--- src/bfra_pkg.sv ---
// ---------------------------------------------------------------------------
// bfra_pkg
// Shared constants, command and status types, and helpers for the bitmap
// free-run allocator.
// ---------------------------------------------------------------------------
package bfra_pkg;

  localparam int MAX_SLOTS = 2048;
  localparam int WORD_BITS = 64;
  localparam int MAP_WORDS = MAX_SLOTS / WORD_BITS;
  localparam int WORD_AW   = $clog2(MAP_WORDS);
  localparam int BIT_W     = $clog2(WORD_BITS);
  localparam int POS_W     = 12;
  localparam int SLOT_W    = 11;
  localparam int OP_W      = 2;

  localparam logic [POS_W-1:0] SLOT_COUNT_RST = POS_W'(2048);
  localparam logic [POS_W-1:0] POS_MAX        = {POS_W{1'b1}};

  typedef enum logic [OP_W-1:0] {
    OP_MARK   = 2'd0,
    OP_ALLOC  = 2'd1,
    OP_REWIND = 2'd2,
    OP_CLEAR  = 2'd3
  } op_t;

  // Commands from the controller to the datapath.
  typedef struct packed {
    logic accept;      // latch the incoming slot
    logic rewind;      // zero run and search pointers
    logic clear;       // drop every mark bit
    logic mark_rd;     // read the bitmap word of the incoming slot
    logic mark_wr;     // write back that word with the slot's bit set
    logic bump;        // hand out run_next
    logic fail;        // report exhaustion
    logic scan_clr;    // start a search for a clear bit at search_pos
    logic scan_set;    // start a search for a set bit just past the hit
    logic scan_next;   // move the search to the next word
    logic take_start;  // remember the hit as the run start
    logic commit;      // install the new run and grant its first slot
    logic start_hit;   // run start is the current hit, not the stored start
    logic end_lim;     // run end is the slot limit, not the current hit
    logic emit;        // move the result into the output register
  } dp_cmd_t;

  // Status from the datapath to the controller.
  typedef struct packed {
    logic bump_ok;
    logic pos_ge_lim;
    logic hit;
    logic hit_last;
    logic more;
    logic out_full;
  } dp_stat_t;

  // Index of the lowest set bit; zero when no bit is set.
  function automatic logic [BIT_W-1:0] lowest_set(input logic [WORD_BITS-1:0] v);
    logic [BIT_W-1:0] idx;
    idx = '0;
    for (int i = WORD_BITS - 1; i >= 0; i--) begin
      if (v[i]) begin
        idx = BIT_W'(i);
      end
    end
    return idx;
  endfunction

endpackage

--- src/bitmap_free_run_allocator_core.sv ---
// ---------------------------------------------------------------------------
// bitmap_free_run_allocator_core
// Hole-finding bump allocator over a 2048-slot mark bitmap.
// ---------------------------------------------------------------------------
// Items are handled one at a time. A rewind or clear completes on
// acceptance, and a mark reads and then writes back one 64-bit bitmap
// word. An allocate that bumps through the current free run passes
// through the S_ALLOC and S_EMIT states to the result beat. An allocate
// that needs a new run also scans the 64-slot bitmap words, first for the
// next clear bit and then for the set bit that bounds the run; the bitmap
// memory is read one word per cycle and priority encoded (at most 33
// words over both scans, since the set-bit scan may read again the word
// that held the clear bit). Clearing all marks takes effect at once, with
// no sweep after reset. The output register lets the next item be
// accepted while a result beat is still waiting to be taken.
module bitmap_free_run_allocator_core (
  input  logic        clk,
  input  logic        rst,
  input  logic        s_axis_tvalid,
  output logic        s_axis_tready,
  input  logic [15:0] s_axis_tdata,   // [10:0] slot, [15:11] zero
  input  logic [1:0]  s_axis_tuser,   // [1:0] op
  output logic        m_axis_tvalid,
  input  logic        m_axis_tready,
  output logic [15:0] m_axis_tdata,   // [10:0] slot_out, [15:11] zero
  output logic [0:0]  m_axis_tuser,   // [0] granted
  input  logic        cfg_valid,
  output logic        cfg_ready,
  input  logic [11:0] cfg_data        // slot_count
);

  bfra_pkg::dp_cmd_t  cmd;
  bfra_pkg::dp_stat_t stat;
  logic [bfra_pkg::SLOT_W-1:0] slot_out;
  logic                        granted;

  bfra_ctrl u_ctrl (
    .clk      (clk),
    .rst      (rst),
    .in_valid (s_axis_tvalid),
    .in_ready (s_axis_tready),
    .in_op    (bfra_pkg::op_t'(s_axis_tuser)),
    .stat     (stat),
    .cmd      (cmd)
  );

  bfra_dpath u_dpath (
    .clk         (clk),
    .rst         (rst),
    .in_slot     (s_axis_tdata[bfra_pkg::SLOT_W-1:0]),
    .cfg_valid   (cfg_valid),
    .cfg_ready   (cfg_ready),
    .cfg_data    (cfg_data),
    .cmd         (cmd),
    .stat        (stat),
    .out_valid   (m_axis_tvalid),
    .out_ready   (m_axis_tready),
    .out_granted (granted),
    .out_slot    (slot_out)
  );

  assign m_axis_tdata = {{(16 - bfra_pkg::SLOT_W){1'b0}}, slot_out};
  assign m_axis_tuser = granted;

endmodule

--- src/bfra_ctrl.sv ---
// ---------------------------------------------------------------------------
// bfra_ctrl
// Sequencer for the allocator: decodes each item and steps the datapath
// through marks, bumps and the two-phase run search.
// ---------------------------------------------------------------------------
module bfra_ctrl (
  input  logic                clk,
  input  logic                rst,
  input  logic                in_valid,
  output logic                in_ready,
  input  bfra_pkg::op_t       in_op,
  input  bfra_pkg::dp_stat_t  stat,
  output bfra_pkg::dp_cmd_t   cmd
);

  typedef enum logic [2:0] {
    S_IDLE,
    S_MARK_WR,
    S_ALLOC,
    S_SCAN_FREE,
    S_SCAN_USED,
    S_EMIT
  } state_t;

  state_t state, state_next;

  assign in_ready = (state == S_IDLE);

  always_comb begin
    cmd        = '0;
    state_next = state;
    case (state)
      S_IDLE: begin
        if (in_valid) begin
          cmd.accept = 1'b1;
          case (in_op)
            bfra_pkg::OP_MARK: begin
              cmd.mark_rd = 1'b1;
              state_next  = S_MARK_WR;
            end
            bfra_pkg::OP_ALLOC: begin
              state_next = S_ALLOC;
            end
            bfra_pkg::OP_REWIND: begin
              cmd.rewind = 1'b1;
            end
            bfra_pkg::OP_CLEAR: begin
              cmd.rewind = 1'b1;
              cmd.clear  = 1'b1;
            end
            default: ;
          endcase
        end
      end
      S_MARK_WR: begin
        cmd.mark_wr = 1'b1;
        state_next  = S_IDLE;
      end
      S_ALLOC: begin
        if (stat.bump_ok) begin
          cmd.bump   = 1'b1;
          state_next = S_EMIT;
        end else if (stat.pos_ge_lim) begin
          cmd.fail   = 1'b1;
          state_next = S_EMIT;
        end else begin
          cmd.scan_clr = 1'b1;
          state_next   = S_SCAN_FREE;
        end
      end
      S_SCAN_FREE: begin
        if (stat.hit) begin
          cmd.take_start = 1'b1;
          if (stat.hit_last) begin
            // The free bit is the last usable slot, so the run ends at the limit.
            cmd.commit    = 1'b1;
            cmd.start_hit = 1'b1;
            cmd.end_lim   = 1'b1;
            state_next    = S_EMIT;
          end else begin
            cmd.scan_set = 1'b1;
            state_next   = S_SCAN_USED;
          end
        end else if (stat.more) begin
          cmd.scan_next = 1'b1;
        end else begin
          cmd.fail   = 1'b1;
          state_next = S_EMIT;
        end
      end
      S_SCAN_USED: begin
        if (stat.hit) begin
          cmd.commit = 1'b1;
          state_next = S_EMIT;
        end else if (stat.more) begin
          cmd.scan_next = 1'b1;
        end else begin
          cmd.commit  = 1'b1;
          cmd.end_lim = 1'b1;
          state_next  = S_EMIT;
        end
      end
      S_EMIT: begin
        if (!stat.out_full) begin
          cmd.emit   = 1'b1;
          state_next = S_IDLE;
        end
      end
      default: begin
        state_next = S_IDLE;
      end
    endcase
  end

  always_ff @(posedge clk) begin
    if (rst) begin
      state <= S_IDLE;
    end else begin
      state <= state_next;
    end
  end

endmodule

--- src/bfra_dpath.sv ---
// ---------------------------------------------------------------------------
// bfra_dpath
// Mark bitmap memory, run and search pointers, word scanner with priority
// encoding, slot count register and output register.
// ---------------------------------------------------------------------------
module bfra_dpath (
  input  logic                                   clk,
  input  logic                                   rst,
  input  logic [bfra_pkg::SLOT_W-1:0]            in_slot,
  input  logic                                   cfg_valid,
  output logic                                   cfg_ready,
  input  logic [bfra_pkg::POS_W-1:0]             cfg_data,
  input  bfra_pkg::dp_cmd_t                      cmd,
  output bfra_pkg::dp_stat_t                     stat,
  output logic                                   out_valid,
  input  logic                                   out_ready,
  output logic                                   out_granted,
  output logic [bfra_pkg::SLOT_W-1:0]            out_slot
);

  localparam int WORD_BITS = bfra_pkg::WORD_BITS;
  localparam int WORD_AW   = bfra_pkg::WORD_AW;
  localparam int BIT_W     = bfra_pkg::BIT_W;
  localparam int POS_W     = bfra_pkg::POS_W;
  localparam int SLOT_W    = bfra_pkg::SLOT_W;
  localparam int MAP_WORDS = bfra_pkg::MAP_WORDS;

  logic [WORD_BITS-1:0] mem [MAP_WORDS];
  logic [MAP_WORDS-1:0] vld;
  logic [WORD_BITS-1:0] mem_q;
  logic                 mem_vld_q;

  logic [SLOT_W-1:0]  slot_q;
  logic [POS_W-1:0]   run_next;
  logic [POS_W-1:0]   run_limit;
  logic [POS_W-1:0]   search_pos;
  logic [POS_W-1:0]   slot_count;
  logic [WORD_AW-1:0] scan_word;
  logic [POS_W-1:0]   scan_from;
  logic               want;
  logic [POS_W-1:0]   start_q;
  logic               res_granted;
  logic [SLOT_W-1:0]  res_slot;

  logic [POS_W-1:0]     lim;
  logic [WORD_BITS-1:0] rd_word;
  logic [WORD_BITS-1:0] lo_mask;
  logic [WORD_BITS-1:0] hi_mask;
  logic [WORD_BITS-1:0] cand;
  logic [POS_W-1:0]     base;
  logic [POS_W-1:0]     lim_rel;
  logic [POS_W-1:0]     hit_pos;
  logic [POS_W-1:0]     set_from;
  logic [POS_W-1:0]     run_start;
  logic [POS_W-1:0]     run_end;
  logic                 rd_en;
  logic [WORD_AW-1:0]   rd_addr;

  assign cfg_ready = 1'b1;

  assign lim = (slot_count > POS_W'(bfra_pkg::MAX_SLOTS)) ?
               POS_W'(bfra_pkg::MAX_SLOTS) : slot_count;

  // A word never written since reset or the last clear reads as all zeros.
  assign rd_word = mem_vld_q ? mem_q : '0;

  // Scanner: keep only bits in [scan_from, lim) of the current word.
  assign base    = POS_W'({scan_word, {BIT_W{1'b0}}});
  assign lim_rel = lim - base;
  assign lo_mask = (scan_word == scan_from[WORD_AW+BIT_W-1:BIT_W]) ?
                   ({WORD_BITS{1'b1}} << scan_from[BIT_W-1:0]) : {WORD_BITS{1'b1}};
  assign hi_mask = (lim_rel >= POS_W'(WORD_BITS)) ? {WORD_BITS{1'b1}} :
                   ((WORD_BITS'(1) << lim_rel[BIT_W-1:0]) - WORD_BITS'(1));
  assign cand     = (want ? rd_word : ~rd_word) & lo_mask & hi_mask;
  assign hit_pos  = POS_W'({scan_word, bfra_pkg::lowest_set(cand)});
  assign set_from = hit_pos + POS_W'(1);

  assign stat.bump_ok    = (run_next < run_limit) && (run_next < lim);
  assign stat.pos_ge_lim = (search_pos >= lim);
  assign stat.hit        = |cand;
  assign stat.hit_last   = (set_from >= lim);
  assign stat.more       = ((base + POS_W'(WORD_BITS)) < lim);
  assign stat.out_full   = out_valid && !out_ready;

  assign run_start = cmd.start_hit ? hit_pos : start_q;
  assign run_end   = cmd.end_lim ? lim : hit_pos;

  always_comb begin
    rd_en   = cmd.mark_rd | cmd.scan_clr | cmd.scan_set | cmd.scan_next;
    rd_addr = scan_word;
    if (cmd.mark_rd) begin
      rd_addr = in_slot[WORD_AW+BIT_W-1:BIT_W];
    end else if (cmd.scan_clr) begin
      rd_addr = search_pos[WORD_AW+BIT_W-1:BIT_W];
    end else if (cmd.scan_set) begin
      rd_addr = set_from[WORD_AW+BIT_W-1:BIT_W];
    end else if (cmd.scan_next) begin
      rd_addr = scan_word + WORD_AW'(1);
    end
  end

  // Bitmap memory: one read port, one write port, registered read data.
  always_ff @(posedge clk) begin
    if (cmd.mark_wr) begin
      mem[slot_q[WORD_AW+BIT_W-1:BIT_W]] <=
        rd_word | (WORD_BITS'(1) << slot_q[BIT_W-1:0]);
    end
    if (rd_en) begin
      mem_q     <= mem[rd_addr];
      mem_vld_q <= vld[rd_addr];
    end
  end

  always_ff @(posedge clk) begin
    if (rst) begin
      vld <= '0;
    end else if (cmd.clear) begin
      vld <= '0;
    end else if (cmd.mark_wr) begin
      vld[slot_q[WORD_AW+BIT_W-1:BIT_W]] <= 1'b1;
    end
  end

  always_ff @(posedge clk) begin
    if (rst) begin
      slot_count <= bfra_pkg::SLOT_COUNT_RST;
    end else if (cfg_valid) begin
      slot_count <= cfg_data;
    end
  end

  always_ff @(posedge clk) begin
    if (rst) begin
      run_next   <= '0;
      run_limit  <= '0;
      search_pos <= '0;
    end else if (cmd.rewind) begin
      run_next   <= '0;
      run_limit  <= '0;
      search_pos <= '0;
    end else if (cmd.bump) begin
      run_next <= run_next + POS_W'(1);
    end else if (cmd.commit) begin
      run_next   <= run_start + POS_W'(1);
      run_limit  <= run_end;
      search_pos <= (run_end == bfra_pkg::POS_MAX) ? run_end : run_end + POS_W'(1);
    end
  end

  always_ff @(posedge clk) begin
    if (cmd.accept) begin
      slot_q <= in_slot;
    end
    if (cmd.scan_clr) begin
      scan_word <= rd_addr;
      scan_from <= search_pos;
      want      <= 1'b0;
    end else if (cmd.scan_set) begin
      scan_word <= rd_addr;
      scan_from <= set_from;
      want      <= 1'b1;
    end else if (cmd.scan_next) begin
      scan_word <= rd_addr;
    end
    if (cmd.take_start) begin
      start_q <= hit_pos;
    end
    if (cmd.bump) begin
      res_granted <= 1'b1;
      res_slot    <= run_next[SLOT_W-1:0];
    end else if (cmd.fail) begin
      res_granted <= 1'b0;
      res_slot    <= '0;
    end else if (cmd.commit) begin
      res_granted <= 1'b1;
      res_slot    <= run_start[SLOT_W-1:0];
    end
  end

  always_ff @(posedge clk) begin
    if (rst) begin
      out_valid <= 1'b0;
    end else if (cmd.emit) begin
      out_valid <= 1'b1;
    end else if (out_ready) begin
      out_valid <= 1'b0;
    end
  end

  always_ff @(posedge clk) begin
    if (cmd.emit) begin
      out_granted <= res_granted;
      out_slot    <= res_slot;
    end
  end

  a_commit_run_order: assert property (@(posedge clk) disable iff (rst)
    cmd.commit |=> run_next <= run_limit)
    else $error("new run starts past its end");

  a_bump_in_range: assert property (@(posedge clk) disable iff (rst)
    cmd.bump |-> (run_next < lim) && (run_next < run_limit))
    else $error("bump outside the current run");

  a_start_below_lim: assert property (@(posedge clk) disable iff (rst)
    cmd.take_start |-> hit_pos < lim)
    else $error("run start at or past the slot limit");

  a_emit_into_free: assert property (@(posedge clk) disable iff (rst)
    cmd.emit |-> !out_valid || out_ready)
    else $error("result overwrites an undelivered beat");

  a_search_word_in_range: assert property (@(posedge clk) disable iff (rst)
    cmd.scan_next |-> stat.more && !stat.hit)
    else $error("search stepped past the slot limit");

endmodule

--- config.mk ---
export PLATFORM = sky130hd
export DESIGN_NAME = bitmap_free_run_allocator_core
export DESIGN_NICKNAME = d
export VERILOG_FILES = /design/src/bfra_pkg.sv /design/src/bitmap_free_run_allocator_core.sv /design/src/bfra_ctrl.sv /design/src/bfra_dpath.sv
export SDC_FILE = /design/constraint.sdc
export NUM_CORES = 2
export LEC_CHECK = 0
export ABC_AREA = 0
export BUFFER_PORTS_ARGS = -buffer_cell sky130_fd_sc_hd__buf_2
export CORE_MARGIN = 1
export CORE_UTILIZATION = 35
export CTS_CLUSTER_DIAMETER = 50
export DETAILED_ROUTE_END_ITERATION = 8
export SETUP_SLACK_MARGIN = 0.2
export SYNTH_ARGS = -nofsm -noshare
export SYNTH_HDL_FRONTEND = slang
export SYNTH_SLANG_ARGS = --single-unit
--- constraint.sdc ---
create_clock -name clk -period 13.15 [get_ports clk]
set_input_delay 1.315 -clock clk [delete_from_list [all_inputs] [get_ports clk]]
set_output_delay 1.315 -clock clk [all_outputs]
set_load 0.02 [all_outputs]
======== Yosys cells after proc, flatten, opt, wreduce, memory -nomap -nowiden ========
Memories as Yosys holds them, arrays and structs flattened. A register that Yosys moved wholly into a read port is not among the register bits.
Index checks and enable logic that the tools add are counted.
W data, S select, Z words.
storage, ports and cells
  flip-flop bits (word level) ............. 148
  latch bits .............................. 0
  bits in writable memories ............... 2048
  memory bits (read-only) ................. 0
  input bits .............................. 35
  logic and storage cells ................. 216
  memories kept ........................... 1
operators by class
  add/sub/neg operators ................... 8
  $mul .................................... 0
  divide/modulo/power cells ............... 0
  magnitude comparators ................... 10
  eq/ne operators ......................... 13
  shifts and indexed selects .............. 3
  muxes and demuxes ....................... 136
  bitwise gates (word level) .............. 9
  reduce and logical (&&, ||, !) cells .... 19
memories
  name         depth  width  read ports  clocked after memory_dff  write ports  RTL line          source
  u_dpath.mem  32     64     1           1                         1            bfra_dpath.sv:28  logic [WORD_BITS-1:0] mem [MAP_WORDS];
operators with widths
  operator                 count
  $mux W6                  64
  $mux W64                 4
  $and A64 B64 Y64         2
  $shl A1 B6 Y64 const A   2
  $mux W11                 6
  $not A64 Y64             1
  $or A64 B64 Y64          1
  $reduce_or A64 Y1        1
  $shl A64 B6 Y64 const A  1
  $sub A64 B1 Y64 const B  1
  $mux W12                 5
  $add A12 B1 Y12 const B  3
  $lt A12 B12 Y1           3
  $mux W5                  7
  $or A32 B32 Y32          1
  $mux W1                  31
  $ge A12 B12 Y1           2
  $mux W3                  8
  $pmux W3 S5              1
  $add A11 B1 Y12 const B  1
  $add A11 B7 Y12 const B  1
  $eq A12 B12 Y1 const B   1
  $ge A12 B7 Y1 const B    1
  $gt A12 B12 Y1 const B   1
  29 further kinds         49

======== Logic depth before layout (Yosys ltp) ========
  word-level depth ........................ 82
  depth in mapped cells ................... 43
  mapped depth without buffers ............ 36

======== By module ========
A second synthesis with hierarchy kept.
unflattened totals
  cells, all modules ...................... 7203
  area, all modules ....................... 95424.0 um^2
modules (own cells, without submodules)
  module                          instances  cells an instance  area each (um^2)
  bfra_dpath                      1          7139               94967.3
  bfra_ctrl                       1          58                 415.4
  bitmap_free_run_allocator_core  1          6                  41.3

======== Worst setup path before layout ========
OpenSTA, ideal clock, no wires.
  path kind ............................... reg2reg
  from .................................... register u_dpath.slot_count[11]
  to ...................................... register u_dpath.mem_q[0] (read register of u_dpath.mem) (enable)
  library setup time ...................... 434 ps
  data arrival time ....................... 8375 ps
  required time ........................... 12716 ps
  slack ................................... 4341 ps
  cell stages (with the launch flop) ...... 32
  buffers on the path ..................... 5
  period minus slack after synthesis ...... 8809 ps
  cell sequence ........................... dfxtp_1 buf_4 inv_2 clkbuf_1 nand2_1 ha_1 fa_1 xnor2_1 a2111oi_4 and3_1 nand2_2 buf_2 buf_2 buf_2 a221oi_1 o21ai_0 nor4_1 o211ai_1 a32oi_2 ha_1 ha_1 a21o_1 a21o_1 a21o_1 a21oi_1 nor2b_1 o21ai_0 a21boi_0 a31oi_1 nor3b_2 or3_1 nand2b_1
RTL lines
  item                          RTL line           source
  start, declared               bfra_dpath.sv:37   logic [POS_W-1:0] slot_count;
  start signal, assigned        bfra_dpath.sv:126  slot_count <= bfra_pkg::SLOT_COUNT_RST;
  start signal, assigned        bfra_dpath.sv:128  slot_count <= cfg_data;
  $gt A12 B12 Y1                bfra_dpath.sv:61   assign lim = (slot_count > POS_W'(bfra_pkg::MAX_SLOTS)) ?
  $mux W12 *                    bfra_dpath.sv:61
  $sub A12 B11 Y12 *            bfra_dpath.sv:69   assign lim_rel = lim - base;
  $shl A1 B6 Y64                bfra_dpath.sv:73   ((WORD_BITS'(1) << lim_rel[BIT_W-1:0]) - WORD_BITS'(1));
  $sub A64 B1 Y64               bfra_dpath.sv:73
  $mux W64 *                    bfra_dpath.sv:72   assign hi_mask = (lim_rel >= POS_W'(WORD_BITS)) ? {WORD_BITS{1'b1}} :
  $and A64 B64 Y64 *            bfra_dpath.sv:74   assign cand = (want ? rd_word : ~rd_word) & lo_mask & hi_mask;
  $mux W6 (63 in series)        bfra_pkg.sv:61     if (v[i]) begin
  $mux W6 *                     bfra_pkg.sv:61
  named net u_dpath.hit_pos[0]  bfra_dpath.sv:52   logic [POS_W-1:0] hit_pos;
  $add A11 B1 Y12 *             bfra_dpath.sv:76   assign set_from = hit_pos + POS_W'(1);
  $ge A12 B12 Y1 *              bfra_dpath.sv:81   assign stat.hit_last = (set_from >= lim);
  $mux W1 *                     bfra_ctrl.sv:74    if (stat.hit_last) begin
  $mux W1 *                     bfra_ctrl.sv:72    if (stat.hit) begin
  $mux W1 *                     bfra_ctrl.sv:32    case (state)
  $or A1 B1 Y1 * (2 in series)  bfra_dpath.sv:89   rd_en = cmd.mark_rd | cmd.scan_clr | cmd.scan_set | cmd.scan_next;
  named net u_dpath.rd_en       bfra_dpath.sv:56   logic rd_en;
  end, declared                 bfra_dpath.sv:30   logic [WORD_BITS-1:0] mem_q;
The timed path passes the listed nets; every way through them passes the cells marked *.
A chain may end at the register's enable or synchronous reset.

======== Worst setup path after layout ========
  from .................................... register u_dpath.slot_count[11]
  to ...................................... register u_dpath.mem_q[31] (read register of u_dpath.mem) (data pin)
on the way
  word-level cells in the longest chain between the ends .. 79
RTL lines
  item                          RTL line          source
  $gt A12 B12 Y1                bfra_dpath.sv:61
  $mux W12 *                    bfra_dpath.sv:61
  $sub A12 B11 Y12 *            bfra_dpath.sv:69
  $shl A1 B6 Y64                bfra_dpath.sv:73
  $sub A64 B1 Y64               bfra_dpath.sv:73
  $mux W64 *                    bfra_dpath.sv:72
  $and A64 B64 Y64 *            bfra_dpath.sv:74
  $mux W6 (63 in series)        bfra_pkg.sv:61
  [... 1 more ...]              n/a
  named net u_dpath.hit_pos[1]  bfra_dpath.sv:52
  $add A11 B1 Y12 *             bfra_dpath.sv:76
  $ge A12 B12 Y1                bfra_dpath.sv:81
  $mux W1                       bfra_ctrl.sv:74
  $mux W1                       bfra_ctrl.sv:72
  $mux W1                       bfra_ctrl.sv:32
  $mux W5                       bfra_dpath.sv:95  end else if (cmd.scan_set) begin
  $mux W5                       bfra_dpath.sv:93  end else if (cmd.scan_clr) begin
  $mux W5                       bfra_dpath.sv:91  if (cmd.mark_rd) begin
Marked as above.

==> impl_metrics.json <==
{
  "area_growth_syn_to_layout_pct": 11.9,
  "cpLargestDelayFamily": "compound AO/OA/AOI/OAI gates",
  "worst-setup-path-type": "register to register",
  "start_util": 0.352,
  "worst_pin_slew_ns": 1.33,
  "min_period_over_period": 0.890,
  "wire_per_inst_um": 26.9,
  "rsz0062_at_grt": "no",
  "fin_util": 0.394,
  "cts_num_sinks": 2260,
  "ios": 55,
  "design_area_um2": 112000,
  "synth-async-reset-ratio": 0,
  "synth_area_leader_cell": "edfxtp_1",
  "drt-pass1-iter-count": 9,
  "first_iter_violations": 5220,
  "slowest_delay_ns": 0.87,
  "grt_pass1_wl_um": 392000,
  "syn_area_um2": 100000,
  "drive_gt1_frac": 0.120,
  "cts_inserted_buffers": 236,
  "overflow": 0,
  "ys_top_cells_by_area": "edfxtp_1 (65%), mux2i_1 (20%), dfxtp_1 (1.7%)",
  "critPathMaxFanout": 23,
  "path_buf_inv": 5,
  "yosysUniqueCellTypes": 116,
  "ir_drop_uv": 110,
  "clockBufferDepth": 4,
  "routed_wl_um": 278000,
  "cap_violations": 0,
  "clkLatencyLatePin_ns": 0.91,
  "via_count": 55237,
  "synth-edff-count": 2174,
  "ff2ff_setup_slack_ns": 1.45,
  "slew_viol_final": 0,
  "clockRootBuffer": "clkbuf_16",
  "fmax_ghz": 0.0855,
  "final-setup-viol-count": 0,
  "drc_errors": 0,
  "htree_levels": 4,
  "die_h_um": 538,
  "hpwl_um": 160000,
  "slowest_stage": "o21ai_4",
  "antenna_found_initial": 2,
  "use_met2": 0.309,
  "via_per_inst": 5.35,
  "portBuffers": 43,
  "ant_nets": 0,
  "met3_usage": 0.0245,
  "hp-class": "register to register",
  "powerDensity_nw_per_um2": 142,
  "postCtsHoldBufs": 0,
  "tritoncts": "built",
  "p_leak_nw": 41.0,
  "min_period_ns": 11.70,
  "cts_setup_buffers": 0,
  "synthCells": 6257,
  "die_area_um2": 289000,
  "clk_pin_slew_worst_paths_ns": 0.06,
  "rows": 196,
  "ys_seq_elements": 2260,
  "grt_max_degree": 91,
  "nNetsFinal": 6472,
  "fp.coreArea_um2": 285000,
  "use_met1": 0.256,
  "dpl_cell_area_um2": 105000,
  "status": "completed",
  "max-slew-margin-rel": 0.110,
  "groute.usage.overall": 0.188,
  "die_x_um": 538,
  "fin_worst_skew_ns": 0.0663,
  "gp_congestion": 0.956,
  "synth.top_cell.area_share": 0.650,
  "hold_viol": 0,
  "worstSetupStartpointType": "register",
  "arrival_ns": 12.32,
  "synthFlopType": "edfxtp_1",
  "hold_slack_ns": 0.418,
  "cts.repair.resized": 0,
  "grt_busiest_layer": "met2",
  "cp.required_ns": 13.77,
  "seq_area_frac_synth": 0.667,
  "syn_area_per_cell_um2": 16.1,
  "worstSetupEndpointType": "register",
  "fin_total_pwr_mw": 16.0,
  "ys.warnings.count": 0,
  "grt_pass1_vias": 54056,
  "finalSetupTns_ns": 0
}
-- per-stage QoR --
stage | cells | setup slack [ns]
after floorplan | 6261 | 4.34
after global placement | 9898 | 1.71
after detailed placement | 9898 | 1.82
after CTS | 10322 | 1.74
after global routing | 10323 | 1.17
final | 10323 | 1.45
-- worst paths after layout --
kind	cells after the start	from	end
max	37	u_dpath.slot_count[11]$_SDFFE_PP1P_	u_dpath.mem_q[31]$_DFFE_PP_
min	0	u_dpath.res_slot[6]$_DFFE_PP_	u_dpath.out_slot[6]$_DFFE_PP_
max reg2reg	37	u_dpath.slot_count[11]$_SDFFE_PP1P_	u_dpath.mem_q[31]$_DFFE_PP_
min reg2reg	0	u_dpath.res_slot[6]$_DFFE_PP_	u_dpath.out_slot[6]$_DFFE_PP_
-- placed cells by master, fill, tap and decap left out, types with 44 or more instances in the layout --
master / netlist / layout
edfxtp_1: 2174 / 2174
a21oi_1: 108 / 107
o21a_1: 60 / 60
buf_4: 58 / 148
mux2i_1: 1982 / 1982
nor2_1: 207 / 175
inv_1: 52 / 52
xnor2_1: 45 / 45
nor3_1: 44 / 44
clkinv_1: 0 / 49
clkbuf_16: 0 / 236
nand3_1: 50 / 50
clkbuf_1: 76 / 44
ha_1: 62 / 62
o21ai_2: 2 / 46
xor2_1: 64 / 64
nand2_1: 207 / 207
o21ai_0: 146 / 82
dfxtp_1: 86 / 85
mux2_2: 81 / 81
-- layer usage --
| layer | vias up | share of wire |
|---|---|---|
| met4 | 0 | 0.033 |
| met1 | 28536 | 0.44 |
| met2 | 1723 | 0.47 |
| met5 | - | 0 |
| met3 | 417 | 0.055 |
| li1 | 24561 | - |
-- synth_stat cells (35+ instances only) --
library cell	number
nand2_1	207
o21a_1	60
inv_1	52
buf_4	58
nor3_1	44
xor2_1	64
o21ai_0	146
mux2i_1	1982
nand3_1	50
buf_2	89
dfxtp_1	86
clkbuf_1	76
a21oi_1	108
xnor2_1	45
edfxtp_1	2174
nor2_1	207
mux2_2	81
ha_1	62
a21o_1	35
buf_6	68
-- kinds of logic after synthesis --
family,after synthesis,synth area share
muxes,2064,0.207
adders and majority gates,63,0.00792
and+or+nand+nor,766,0.0390
DFF,2260,0.667
xor gates and xnor gates,109,0.00950
AOI/OAI and AO/OA,586,0.0394
other,2,0.0000748
buffers and inverters,407,0.0303
-- power breakdown --
group	leakage (nW)	internal, mW	switching, mW
combinational	16.9	0.535	0.918
sequential	20.4	8.00	0.0293
clock	3.66	3.75	2.79
-- cell type report --
class / count / area [µm²]
Antenna cell: 1 / 2.50
Clock buffer: 281 / 6080
Clock inverter: 143 / 1430
Fill cell: 25968 / 173000
Inverter: 53 / 199
Multi-Input combinational cell: 3594 / 30900
Sequential cell: 2260 / 67000
Tap cell: 3762 / 4710
Timing Repair Buffer: 229 / 2090
-- sequential cells by signal (all words and copies together), names as in the netlist, 12 cells and up --
name,flops
u_dpath.search_pos,12
u_dpath.run_next,12
u_dpath.run_limit,12
u_dpath.mem,2048
u_dpath.mem_q,64
u_dpath.vld,32
u_dpath.slot_count,12
Note: power is estimated with default switching activity, not from simulation.
